$ cat src/hw/rtl/nnzc_ram.sv
// generic single port ram with registered read
module nnzc_ram #(
  parameter int unsigned WIDTH = 8,
  parameter int unsigned DEPTH = 16
) (
  input  logic                     clk_i,
  input  logic                     we_i,
  input  logic [$clog2(DEPTH)-1:0] addr_i,
  input  logic [WIDTH-1:0]         wdata_i,
  output logic [WIDTH-1:0]         rdata_o
);

  logic [WIDTH-1:0] mem_q [DEPTH];
  logic [WIDTH-1:0] rdata_q;

  always_ff @(posedge clk_i) begin
    if (we_i) begin
      mem_q[addr_i] <= wdata_i;
    end
    rdata_q <= mem_q[addr_i];
  end

  assign rdata_o = rdata_q;

endmodule

$ cat config.mk
export PLATFORM = sky130hd
export DESIGN_NAME = nnzc_ram
export DESIGN_NICKNAME = d
export VERILOG_FILES = /design/src/hw/rtl/nnzc_ram.sv
export SDC_FILE = /design/constraint.sdc
export NUM_CORES = 1
export LEC_CHECK = 0
export BUFFER_PORTS_ARGS = -buffer_cell sky130_fd_sc_hd__buf_2
export CORE_ASPECT_RATIO = 2
export CORE_UTILIZATION = 40
export CTS_CLUSTER_SIZE = 28
export DETAILED_ROUTE_END_ITERATION = 10
export GPL_TIMING_DRIVEN = 0
export PLACE_DENSITY = 0.6
export SLEW_MARGIN = 30
export SYNTH_ARGS = -nofsm -noshare
export SYNTH_HDL_FRONTEND = slang
export SYNTH_SLANG_ARGS = --single-unit
$ cat constraint.sdc
create_clock -name clk_i -period 2.1 [get_ports clk_i]
set_input_delay 0.42 -clock clk_i [delete_from_list [all_inputs] [get_ports clk_i]]
set_output_delay 0.42 -clock clk_i [all_outputs]
set_load 0.03 [all_outputs]
== Word level (Yosys, flattened, before mapping) ==
Memories as Yosys holds them, arrays and structs flattened. A register that Yosys moved wholly into a read port is not among the register bits.
Index checks and enable logic that the tools add are counted.

* Flip-flop bits (word level): 0
* Output and inout port bits: 8
* Logic and storage cells: 3
* Bits in writable memories: 128
* Memories: 1
* Bits of input ports: 14

{| class="wikitable"
|+ Memory list
! memory !! words !! bits a word !! read ports !! clocked after Yosys merged registers in !! wr ports !! line !! text
|-
| mem_q || 16 || 8 || 1 || 1 || 1 || 13 || <nowiki>logic [WIDTH-1:0] mem_q [DEPTH];</nowiki>
|}

* Multiplexer cells: 2

{| class="wikitable"
|+ Operator list
! cell !! count
|-
| 2-to-1 mux 1 bit || 2
|}

== Depth between registers and ports, before layout ==
* Depth after elaboration: 2
* Mapped depth: 5
* Depth with buffers taken out: 3

== Worst setup path before layout ==
OpenSTA, ideal clock, no wires.

* Path kind: input -> register
* Start: input port addr_i[2]
* End: memory mem_q[0][0], enable pin
* Arrival time: 1.530 ns
* Path slack: 0.187 ns
* Path buffers: 0
* Setup time: 0.383 ns
* Stages: 2
* Required time: 1.717 ns
* Cells stage by stage: or3b_2 nor3_1

{| class="wikitable"
|+ RTL lines
! what !! line !! text
|-
| from (decl) || 8 || <nowiki>input logic [$clog2(DEPTH)-1:0] addr_i,</nowiki>
|-
| to (decl) || 13 ||
|}

Straight into the memory's write port.

== Final worst setup path ==
* Start: input port addr_i[1]
* End: memory mem_q[2][3], enable pin

Straight into the memory's write port.

==> results.json <==
{
  "slew_violations": 0,
  "critPathCaptureType": "flop",
  "clock_insertion_delay_worst_skew_ns": 0.41,
  "hpwl_um": 6640,
  "synthDominantCellAreaShare_pct": 75.9,
  "final_antenna_diode_count": 0,
  "place.detailed.instances": 396,
  "p_sw_mw": 1.29,
  "viasPerCell": 5.52,
  "dieArea_um2": 13100,
  "layout_commonest_cell": "edfxtp_1",
  "finalCriticalPeriod_ns": 2.06,
  "post_cts.repair.setup_buffers": 0,
  "antenna_violations_before_repair": 0,
  "layout.cells.most_common_list": "128 x edfxtp_1, 32 x mux4_2, 21 x buf_2, 17 x clkbuf_16, 16 x a22oi_1",
  "globalRouteMet2Util_pct": 29.3,
  "synth.yosys.warnings": 0,
  "synthesis.area_per_instance_um2": 22.0,
  "maxClockFrequency_mhz": 486,
  "finish.utilization_pct": 48.6,
  "finalClockSkew_ns": 0.00573,
  "grt_busiest_layer": "met2",
  "rsz0062_at_grt": "true",
  "detailed_place.area_um2": 5370,
  "cts.repair.resized": 1,
  "portBuffers": 19,
  "path_clk_slew_ns": 0.06,
  "max_cap_viol_count": 0,
  "sequential_share_of_the_synthesized_area_pct": 79.0,
  "post_synth_inst_count": 230,
  "synthDistinctLibCells": 18,
  "yosysTopAreaCell": "edfxtp_1",
  "finalCritPeriodShare_pct": 97.9,
  "antenna_left": 0,
  "floorplan.die.width_um": 81.6,
  "cts_sinks": 136,
  "power_report.internal_total_mw": 5.01,
  "wl_per_cell_um": 23.1,
  "vdd_ir_drop_max_mv": 0.595,
  "layoutNonFillerInstCount": 428,
  "route.vias.total": 2363,
  "cts_made_buffers": 17,
  "timing.hold.worst.class": "in2reg",
  "ys_seq_elements": 136,
  "critical_path.max_stage_delay_ns": 0.66,
  "setup_total_negative_slack_ns": 0,
  "drt_first_pass_iters": 4,
  "synth.net_count": 244,
  "first_global_vias": 2481,
  "timing.critical_path.slowest_stage_cell": "nor2_1",
  "leakage_component_of_the_power_nw": 1.93,
  "required_ns": 2.14,
  "power_per_cell_area_nw_per_um2": 1060,
  "timing.slew.headroom_pct": 45.9,
  "cts.root.buffer_cell": "clkbuf_16",
  "pin_count_of_the_biggest_net_entering_global_routing": 17,
  "grt_first_pass_wirelength_um": 15000,
  "run_status": "finished clean",
  "worst-setup-path-type": "in2reg",
  "remaining_drc_errors": 0,
  "layout-drive-gt1-share_pct": 33.1,
  "met3_usage_pct": 4.52,
  "floorplan.core_area_um2": 12300,
  "final_nets": 282,
  "final_cell_area_um2": 5960,
  "use_met1_pct": 19.3,
  "cts_htree_levels": 4,
  "timing_worst_slew_pin_value_ns": 0.809,
  "finalSetupViolCount": 0,
  "start_util_pct": 41.3,
  "totalWireLength_um": 9900,
  "die_y_um": 161,
  "power.share.switching_pct": 20.5,
  "synth_area_um2": 5070,
  "critical_path_arrival_ns": 2.10,
  "floorplan.io_pins": 22,
  "power.share.sequential_pct": 48.4,
  "ff_latch_area_um2": 4000,
  "p_clk_share_pct": 46.4,
  "multi_input_area_um2": 1030,
  "ctsHoldBuffers": 0,
  "path_cells": "buf_2, buf_1, nand2b_1, nor2_1",
  "core.rowCount": 57,
  "synth.area.top_cells": "edfxtp_1 76%, mux4_2 14%, dfxtp_1 3.2%",
  "grtUsageTotal_pct": 17.3,
  "path_max_fanout": 10,
  "crit_path_start_kind": "input pin",
  "global_route.overflow_total": 0,
  "tritoncts_clock_tree": "built",
  "fill_cells": 1029,
  "area_growth_from_synthesis_to_layout_pct": 17.7,
  "cts_buffer_depth": 2,
  "gp_congestion": 0.902,
  "first_iter_violations": 130,
  "power.share.combinational_pct": 5.1,
  "timing_hold_violations_final": 0
}
-- worst max-delay path, delay by kind of cell --
kind / cells / cell delay, ns
buffers and inverters: 2 / 0.76
and+or+nand+nor: 2 / 0.91
-- power by group through the flow --
stage	Clock (mW)	Sequential, mW	Combinational (mW)
final	2.92	3.05	0.324
after global routing	3.09	3.06	0.346
after CTS	2.95	3.05	0.328
after detailed placement	0	3.11	0.327
after global placement	0	3.10	0.319
after floorplan	0	3.14	0.156
-- layer usage --
metal,wire (µm),part of all wire [%]
met1,3730,38
met5,0,0
met2,5440,55
met4,310,3.1
met3,414,4.2
-- cell type report --
cell class	count	area share, %
Clock inverter	13	2.58
Sequential cell	136	67.1
Multi-Input combinational cell	83	17.3
Buffer	11	1.01
Clock buffer	19	7.26
Tap cell	147	3.08
Timing Repair Buffer	19	1.59
-- cells by family after synthesis --
kind of cell	after synthesis	synth area share, %
flops	136	79.0
simple gates	35	3.21
mux	32	14.2
compound gates	16	2.37
buf+inv	11	1.19
-- final timing paths --
path | from | to | slack, ns | depth (start not counted)
max | addr_i[1] | mem_q[2][3]$_DFFE_PP_ | 0.04 | 4
min | wdata_i[4] | mem_q[0][4]$_DFFE_PP_ | 0.41 | 1
max reg2reg | mem_q[11][6]$_DFFE_PP_ | rdata_o[6]$_DFF_P_ | 0.72 | 3
min reg2reg | mem_q[4][1]$_DFFE_PP_ | rdata_o[1]$_DFF_P_ | 0.69 | 3
-- Yosys cell counts --
master    count
a22oi_1      16
and2_1        1
buf_1         4
buf_2         2
buf_6         2
clkbuf_1      2
clkbuf_2      1
dfxtp_1       8
edfxtp_1    128
mux4_2       32
nand2_1       9
nand2b_1      2
nand3_1       1
nand3b_1      2
nor2_1       13
nor2b_1       2
nor3_1        4
or3b_2        1
-- registers in the layout, indices dropped and copies added (netlist names) --
register / cells
mem_q: 128
rdata_o: 8
-- per-stage QoR --
stage	hold slack, ns	setup WS, ns	power [mW]
after floorplan	0.519	0.187	3.30
after global placement	0.672	-0.429	3.42
after detailed placement	0.686	-0.462	3.43
after CTS	0.405	-0.0288	6.33
after global routing	0.411	-0.0827	6.49
final	0.411	0.0441	6.30
No activity file was read; power rests on OpenSTA's default activity.
