--- config.mk ---
export PLATFORM = sky130hd
export DESIGN_NAME = nnzc_div
export DESIGN_NICKNAME = d
export VERILOG_FILES = /design/src/hw/rtl/nnzc_pkg.sv /design/src/hw/rtl/nnzc_div.sv
export SDC_FILE = /design/constraint.sdc
export NUM_CORES = 1
export LEC_CHECK = 0
export ABC_CLOCK_PERIOD_IN_PS = 1800
export BUFFER_PORTS_ARGS = -buffer_cell sky130_fd_sc_hd__buf_4
export CAP_MARGIN = 20
export CORE_AREA = 2 2 59 61
export CTS_CLUSTER_SIZE = 24
export DETAILED_ROUTE_END_ITERATION = 7
export DIE_AREA = 0 0 61 63
export PLACE_DENSITY = 0.71
export RECOVER_POWER = 50
export SETUP_SLACK_MARGIN = 0.1
export SLEW_MARGIN = 20
export SYNTH_ARGS = -nofsm -noshare
export SYNTH_HDL_FRONTEND = slang
export SYNTH_SLANG_ARGS = --single-unit
--- constraint.sdc ---
create_clock -name clk_i -period 1.8 [get_ports clk_i]
set_input_delay 0.09 -clock clk_i [delete_from_list [all_inputs] [get_ports clk_i]]
set_output_delay 0.09 -clock clk_i [all_outputs]
set_load 0.03 [all_outputs]
--- src/hw/rtl/nnzc_pkg.sv ---
// shared constants, payload types and address helper for the zoom crop block
package nnzc_pkg;

  localparam int unsigned MAX_WIDTH   = 256;
  localparam int unsigned MAX_HEIGHT  = 256;
  localparam int unsigned MAX_SCALE   = 16;
  localparam int unsigned DIM_MAX     = (MAX_WIDTH > MAX_HEIGHT) ? MAX_WIDTH : MAX_HEIGHT;
  localparam int unsigned STORE_DEPTH = MAX_WIDTH * MAX_HEIGHT;
  localparam int unsigned ADDR_W      = $clog2(STORE_DEPTH);

  localparam int unsigned CRD_W   = 8;
  localparam int unsigned SIZE_W  = 9;
  localparam int unsigned PIV_W   = 8;
  localparam int unsigned SCALE_W = 5;
  localparam int unsigned CH_W    = 8;
  localparam int unsigned PIX_W   = 3 * CH_W;
  localparam int unsigned CFG_W   = SIZE_W;
  localparam int unsigned IDX_W   = 3;

  localparam int unsigned DIV_W        = $clog2(DIM_MAX * MAX_SCALE);
  localparam int unsigned DCNT_W       = $clog2(DIV_W + 1);
  localparam int unsigned RESULT_DELAY = DIV_W + 4;

  typedef enum logic [IDX_W-1:0] {
    REG_FRAME_WIDTH  = 3'd0,
    REG_FRAME_HEIGHT = 3'd1,
    REG_PIVOT_X      = 3'd2,
    REG_PIVOT_Y      = 3'd3,
    REG_ZOOM_SCALE   = 3'd4
  } nnzc_reg_e;

  typedef enum logic {
    REQ_WRITE = 1'b0,
    REQ_READ  = 1'b1
  } nnzc_req_e;

  typedef struct packed {
    logic             req_type;
    logic [CRD_W-1:0] pix_x;
    logic [CRD_W-1:0] pix_y;
    logic [CH_W-1:0]  in_red;
    logic [CH_W-1:0]  in_green;
    logic [CH_W-1:0]  in_blue;
  } nnzc_req_t;

  typedef struct packed {
    logic [CH_W-1:0] out_red;
    logic [CH_W-1:0] out_green;
    logic [CH_W-1:0] out_blue;
  } nnzc_res_t;

  function automatic logic [ADDR_W-1:0] pix_addr(logic [SIZE_W-1:0] row,
                                                 logic [SIZE_W-1:0] col);
    pix_addr = ADDR_W'(row) * ADDR_W'(MAX_WIDTH) + ADDR_W'(col);
  endfunction

endpackage

--- src/hw/rtl/nnzc_div.sv ---
// iterative restoring divider, one quotient bit per cycle
module nnzc_div (
  input  logic                          clk_i,
  input  logic                          rst_ni,
  input  logic                          start_i,
  input  logic [nnzc_pkg::DIV_W-1:0]    dividend_i,
  input  logic [nnzc_pkg::SCALE_W-1:0]  divisor_i,
  output logic [nnzc_pkg::DIV_W-1:0]    quotient_o,
  output logic                          done_o
);
  import nnzc_pkg::*;

  logic [DCNT_W-1:0]  cnt_q, cnt_d;
  logic               done_q, done_d;
  logic [DIV_W-1:0]   quo_q, quo_d;
  logic [SCALE_W-1:0] rem_q, rem_d;
  logic [SCALE_W-1:0] dvs_q, dvs_d;
  logic [SCALE_W:0]   shift;

  always_comb begin
    cnt_d  = cnt_q;
    done_d = 1'b0;
    quo_d  = quo_q;
    rem_d  = rem_q;
    dvs_d  = dvs_q;
    shift  = {rem_q, quo_q[DIV_W-1]};
    if (start_i) begin
      quo_d = dividend_i;
      rem_d = '0;
      dvs_d = divisor_i;
      cnt_d = DCNT_W'(DIV_W);
    end else if (cnt_q != '0) begin
      if (shift >= {1'b0, dvs_q}) begin
        rem_d = SCALE_W'(shift - {1'b0, dvs_q});
        quo_d = {quo_q[DIV_W-2:0], 1'b1};
      end else begin
        rem_d = shift[SCALE_W-1:0];
        quo_d = {quo_q[DIV_W-2:0], 1'b0};
      end
      cnt_d  = cnt_q - DCNT_W'(1);
      done_d = (cnt_q == DCNT_W'(1));
    end
  end

  always_ff @(posedge clk_i or negedge rst_ni) begin
    if (!rst_ni) begin
      cnt_q  <= '0;
      done_q <= 1'b0;
    end else begin
      cnt_q  <= cnt_d;
      done_q <= done_d;
    end
  end

  always_ff @(posedge clk_i) begin
    quo_q <= quo_d;
    rem_q <= rem_d;
    dvs_q <= dvs_d;
  end

  assign quotient_o = quo_q;
  assign done_o     = done_q;

endmodule

Word level (Yosys, flattened, before mapping)
Cells that the tools add are included.
- register bits: 27
- input bits: 20
- output and inout port bits: 13
- mux-type cells: 8
- equal/unequal tests: 1
- add/subtract/negate cells: 2
- reduce and logical (&&, ||, !) cells: 2
- $lt $le $gt $ge: 1
- operators with widths (operator ; count):
    two-way mux 12 bit ; 2
    two-way mux 4 bit ; 2
    >= comparator 6 x 5 -> 1 bit ; 1
    two-way mux 5 bit ; 1
    subtractor 5 bit ; 1
    equality test 4 x 1 -> 1 bit (second input constant) ; 1
    nonzero test 4 bit ; 1
    subtractor 4 x 1 -> 4 bit (second input constant) ; 1
    two-way mux 1 bit ; 3
    nonzero test 2 bit ; 1

Logic depth before layout (Yosys ltp)
- depth in word-level cells: 4
- mapped depth: 8
- mapped depth without buffers: 8

Least setup slack after synthesis
Ideal clock, no wire load.
- path type: register to register
- start point: reg quo_q[11] (netlist: quotient_o[11])
- end point: reg quo_q[0] (netlist: quotient_o[0]) (data pin)
- data required time: 1540 ps
- setup time: 260 ps
- period minus slack after synthesis: 2201 ps
- arrival: 1941 ps
- path slack: -401 ps
- cell stages (with the launch flop): 9
- cell sequence: edfxtp_1 -> inv_1 -> ha_1 -> inv_1 -> fa_1 -> a211oi_2 -> or2_1 -> nand2_1 -> mux2_2
- cells in the longest elaborated chain, start to end: 4
- ends and longest elaborated chain (what ; line ; RTL):
    from (decl) ; nnzc_div.sv:15 ; logic [DIV_W-1:0] quo_q, quo_d;
    from (signal assigned) ; nnzc_div.sv:56 ; quo_q <= quo_d;
    >= comparator 6 x 5 -> 1 bit ; nnzc_div.sv:33 ; if (shift >= {1'b0, dvs_q}) begin
    two-way mux 1 bit ; nnzc_div.sv:33 ;
    two-way mux 12 bit ; nnzc_div.sv:32 ; end else if (cnt_q != '0) begin
    two-way mux 12 bit ; nnzc_div.sv:27 ; if (start_i) begin
    via quo_d[0] ; nnzc_div.sv:15 ;
The timed path passes the listed nets, and every way through them passes these cells. The select of a mux whose other input is x is not followed.
A chain may end at the register's enable or synchronous reset.

Worst setup path in the final report
Ends and elaborated chain as after synthesis.

==> results.md <==
- Status: complete, but fails checks
- Failing checks: setup timing
- Worst clock skew: 0.00502 ns
- Cell area after synthesis: 1430 um2
- Vias in the first global route: ~1100
- Drt total wl: approximately 3000 um
- Most common cell after layout, fill and taps aside: buf_4
- GPL Wtd Cong: roughly 0.9
- TritonCTS buffer count: 3
- Syn Area/Cell: 12.6 um2
- Routed len/inst: 14.1 um
- Fin. max-slew vios: 0
- Asr flop ratio synth: 18.5%
- Setup TNS after final layout: -0.940 ns
- Setup slack after layout: -0.207 ns
- Gr usage total: 17.0%
- Worst Hold Class: input pin to flip-flop
- Synth cell types: 43
- # diodes: 0
- Initial drt markers: 21
- Via count: 1084
- Syn. warnings: 0
- Worst-margin pin slew: 0.461 ns
- Max-slew headroom: 69.0%
- First-pass GRT wire length: 4930 um
- Multiplexer area fraction after synthesis: around a tenth
- Final ANT Viol Nets: 0
- Reg2Reg Setup Slack: -0.21 ns
- Chip Height: 63 um
- Post-synth top flop: edfxtp_1
- Critical Path RT: 1.90 ns
- DR vias/cell: approximately 5.1
- # clock sinks: 27
- Compound-Gate Fraction of Synth Area: 12.3%
- Dpl hpwl: 2080 um
- Critical Path AT: 2.11 ns
- Largest net degree at the start of global routing: 32
- H-tree level count: 1
- Worst-Skew Late Latency: 0.32 ns
- Final Power: 2.34 mW
- Final worst path period need: 2.01 ns
- IO Port Bufs: 32
- Std cell rows: 21
- Endpoints failing hold: 0
- Die ar.: 3840 um2
- I/O Pins: 33
- Proportion of layout cells with a drive suffix above 1: 48.5%
- Clock-pin slew on the worst setup and hold paths: 0.15 ns
- Cells after Synth: 114
- Main combinational cell family by area after synthesis: simple AND/OR/NAND/NOR gates
- TritonRoute pass-1 iters: 4
- Crit. End Element: flip-flop
- EDFF count, synth: 17
- PD cells: about 1200 nW/um2
- Util after Layout: 61.1%
- Buffer depth of the longest clock path: 2
- Sequential area share after synthesis: about half
- Clock Tree Root: clkbuf_4
- Simple-Gate Fraction of Synth Area: 13.2%
- Adder-cell share of the synthesized area: about 7.5%
- Lkg Pwr: 0.819 nW
- Synth Area in XOR/XNOR: 1.84%
- Fmax: 498 MHz
- Final setup viols: 6
- Mapped Nets: approximately 140
- Critical setup path kind: flip-flop to flip-flop
- Commonest cells after routing, fill and taps aside: buf_4 (34), edfxtp_1 (17), mux2_2 (11), inv_1 (8), clkbuf_4 (8)
- Initial antenna violation count: 0
- Area grow syn2layout: 38.0%
- TritonCTS clock tree: yes
- Die W: 61 um
- Worst VDD drop: 0.711 mV
- RSZ-0062 raised after global routing: true
- Maxcap violations: 0
- GR Overflow Total: 0
- Layout Nets: 194
- Seq cells post-synth: 27
- Crit share post-route: 112%
- Core Region: 3230 um2
- Initial Util: 44.3%
- DRC: 0
- Worst-path maximum fanout: 3
- Startpoint types: flip-flop
## cell usage after synthesis (all sizes together), types with 2 or more instances
cell type,instances,share of area (%)
mux2,12,9.4
a21oi,2,0.70
nor3b,3,1.9
nand2,3,0.79
edfxtp,17,36
nand3b,4,2.1
dfrtp,5,8.7
nor4,3,1.3
buf,2,1.1
a311oi,2,1.2
clkbuf,2,0.52
dfxtp,5,7.0
nor3,3,1.0
a211oi,3,1.9
xnor2,3,1.8
inv,10,2.6
nor2,7,2.0
o21ai,3,1.0
ha,7,6.1
a211o,2,1.8
## routing by layer
| metal | track usage, % | vias to the layer above | routed length, um |
|---|---|---|---|
| met5 | 0 | - | 0 |
| met4 | 6.52 | 0 | 53 |
| met3 | 2.69 | 4 | 104 |
| met2 | 28.0 | 27 | 1520 |
| met1 | 22.0 | 521 | 1290 |
| li1 | - | 532 | - |
## stage by stage
stage	setup slack (ns)	instance area, um2	hold slack [ns]	cells
after floorplan	-0.369	1430	-0.206	114
after global placement	-0.138	1790	-0.106	199
after detailed placement	-0.193	1790	-0.102	199
after CTS	-0.204	1920	0.0475	209
after global routing	-0.336	1980	0.0329	211
final	-0.207	1980	0.0590	211
## flip-flops by register name, indices dropped and copies added, names as in the netlist
register,count
cnt_q,4
done_o,1
dvs_q,5
quotient_o,12
rem_q,5
## worst max-delay path, stage by stage (launching register included)
cell and delay, ns:
edfxtp_1 0.41, inv_1 0.07, ha_2 0.17, inv_2 0.04
fa_2 0.35, a211oi_2 0.24, or2_1 0.16, nand2_2 0.07
mux2_2 0.27
## final cells by class
type / count / area, um2
fillers: 246 / 1260
well taps: 46 / 57.6
inverters: 10 / 40.0
flip-flops and latches: 27 / 736
clock inverters: 1 / 6.26
multi-input cells: 73 / 716
repair buffers: 51 / 398
clock buffers: 3 / 22.5
## worst paths after layout
| kind | from | end | depth (start not counted) |
|---|---|---|---|
| worst max-delay path | quotient_o[11] | quotient_o[0] | 8 |
| worst min register to register | rem_q[4] | rem_q[4] | 1 |
| min in group asynchronous | rst_ni | done_o | 2 |
| worst min-delay path | dividend_i[5] | quotient_o[5] | 2 |
| max in group asynchronous | rst_ni | cnt_q[0] | 2 |
| worst max register to register | quotient_o[11] | quotient_o[0] | 8 |
## power by group
group | switching [mW] | internal (mW)
clock network | 0.183 | 0.0866
logic | 0.590 | 0.600
registers | 0.0972 | 0.786
## cell families after synthesis
| family | after synthesis |
|---|---|
| and+or+nand+nor | 30 |
| DFF | 27 |
| AOI/OAI and AO/OA | 20 |
| buffers and inverters | 14 |
| muxes | 12 |
| adders and majority gates | 8 |
| xor gates and xnor gates | 3 |
## what timing repair did
item	4_1_cts	5_1_grt
buffers inserted	0	2
endpoints found under the setup margin	18	19
hold buffers	6	0
resized for setup	10	12
pin swaps	9	10
hold endpoints to repair	10	0
No activity file was read; power rests on OpenSTA's default activity.
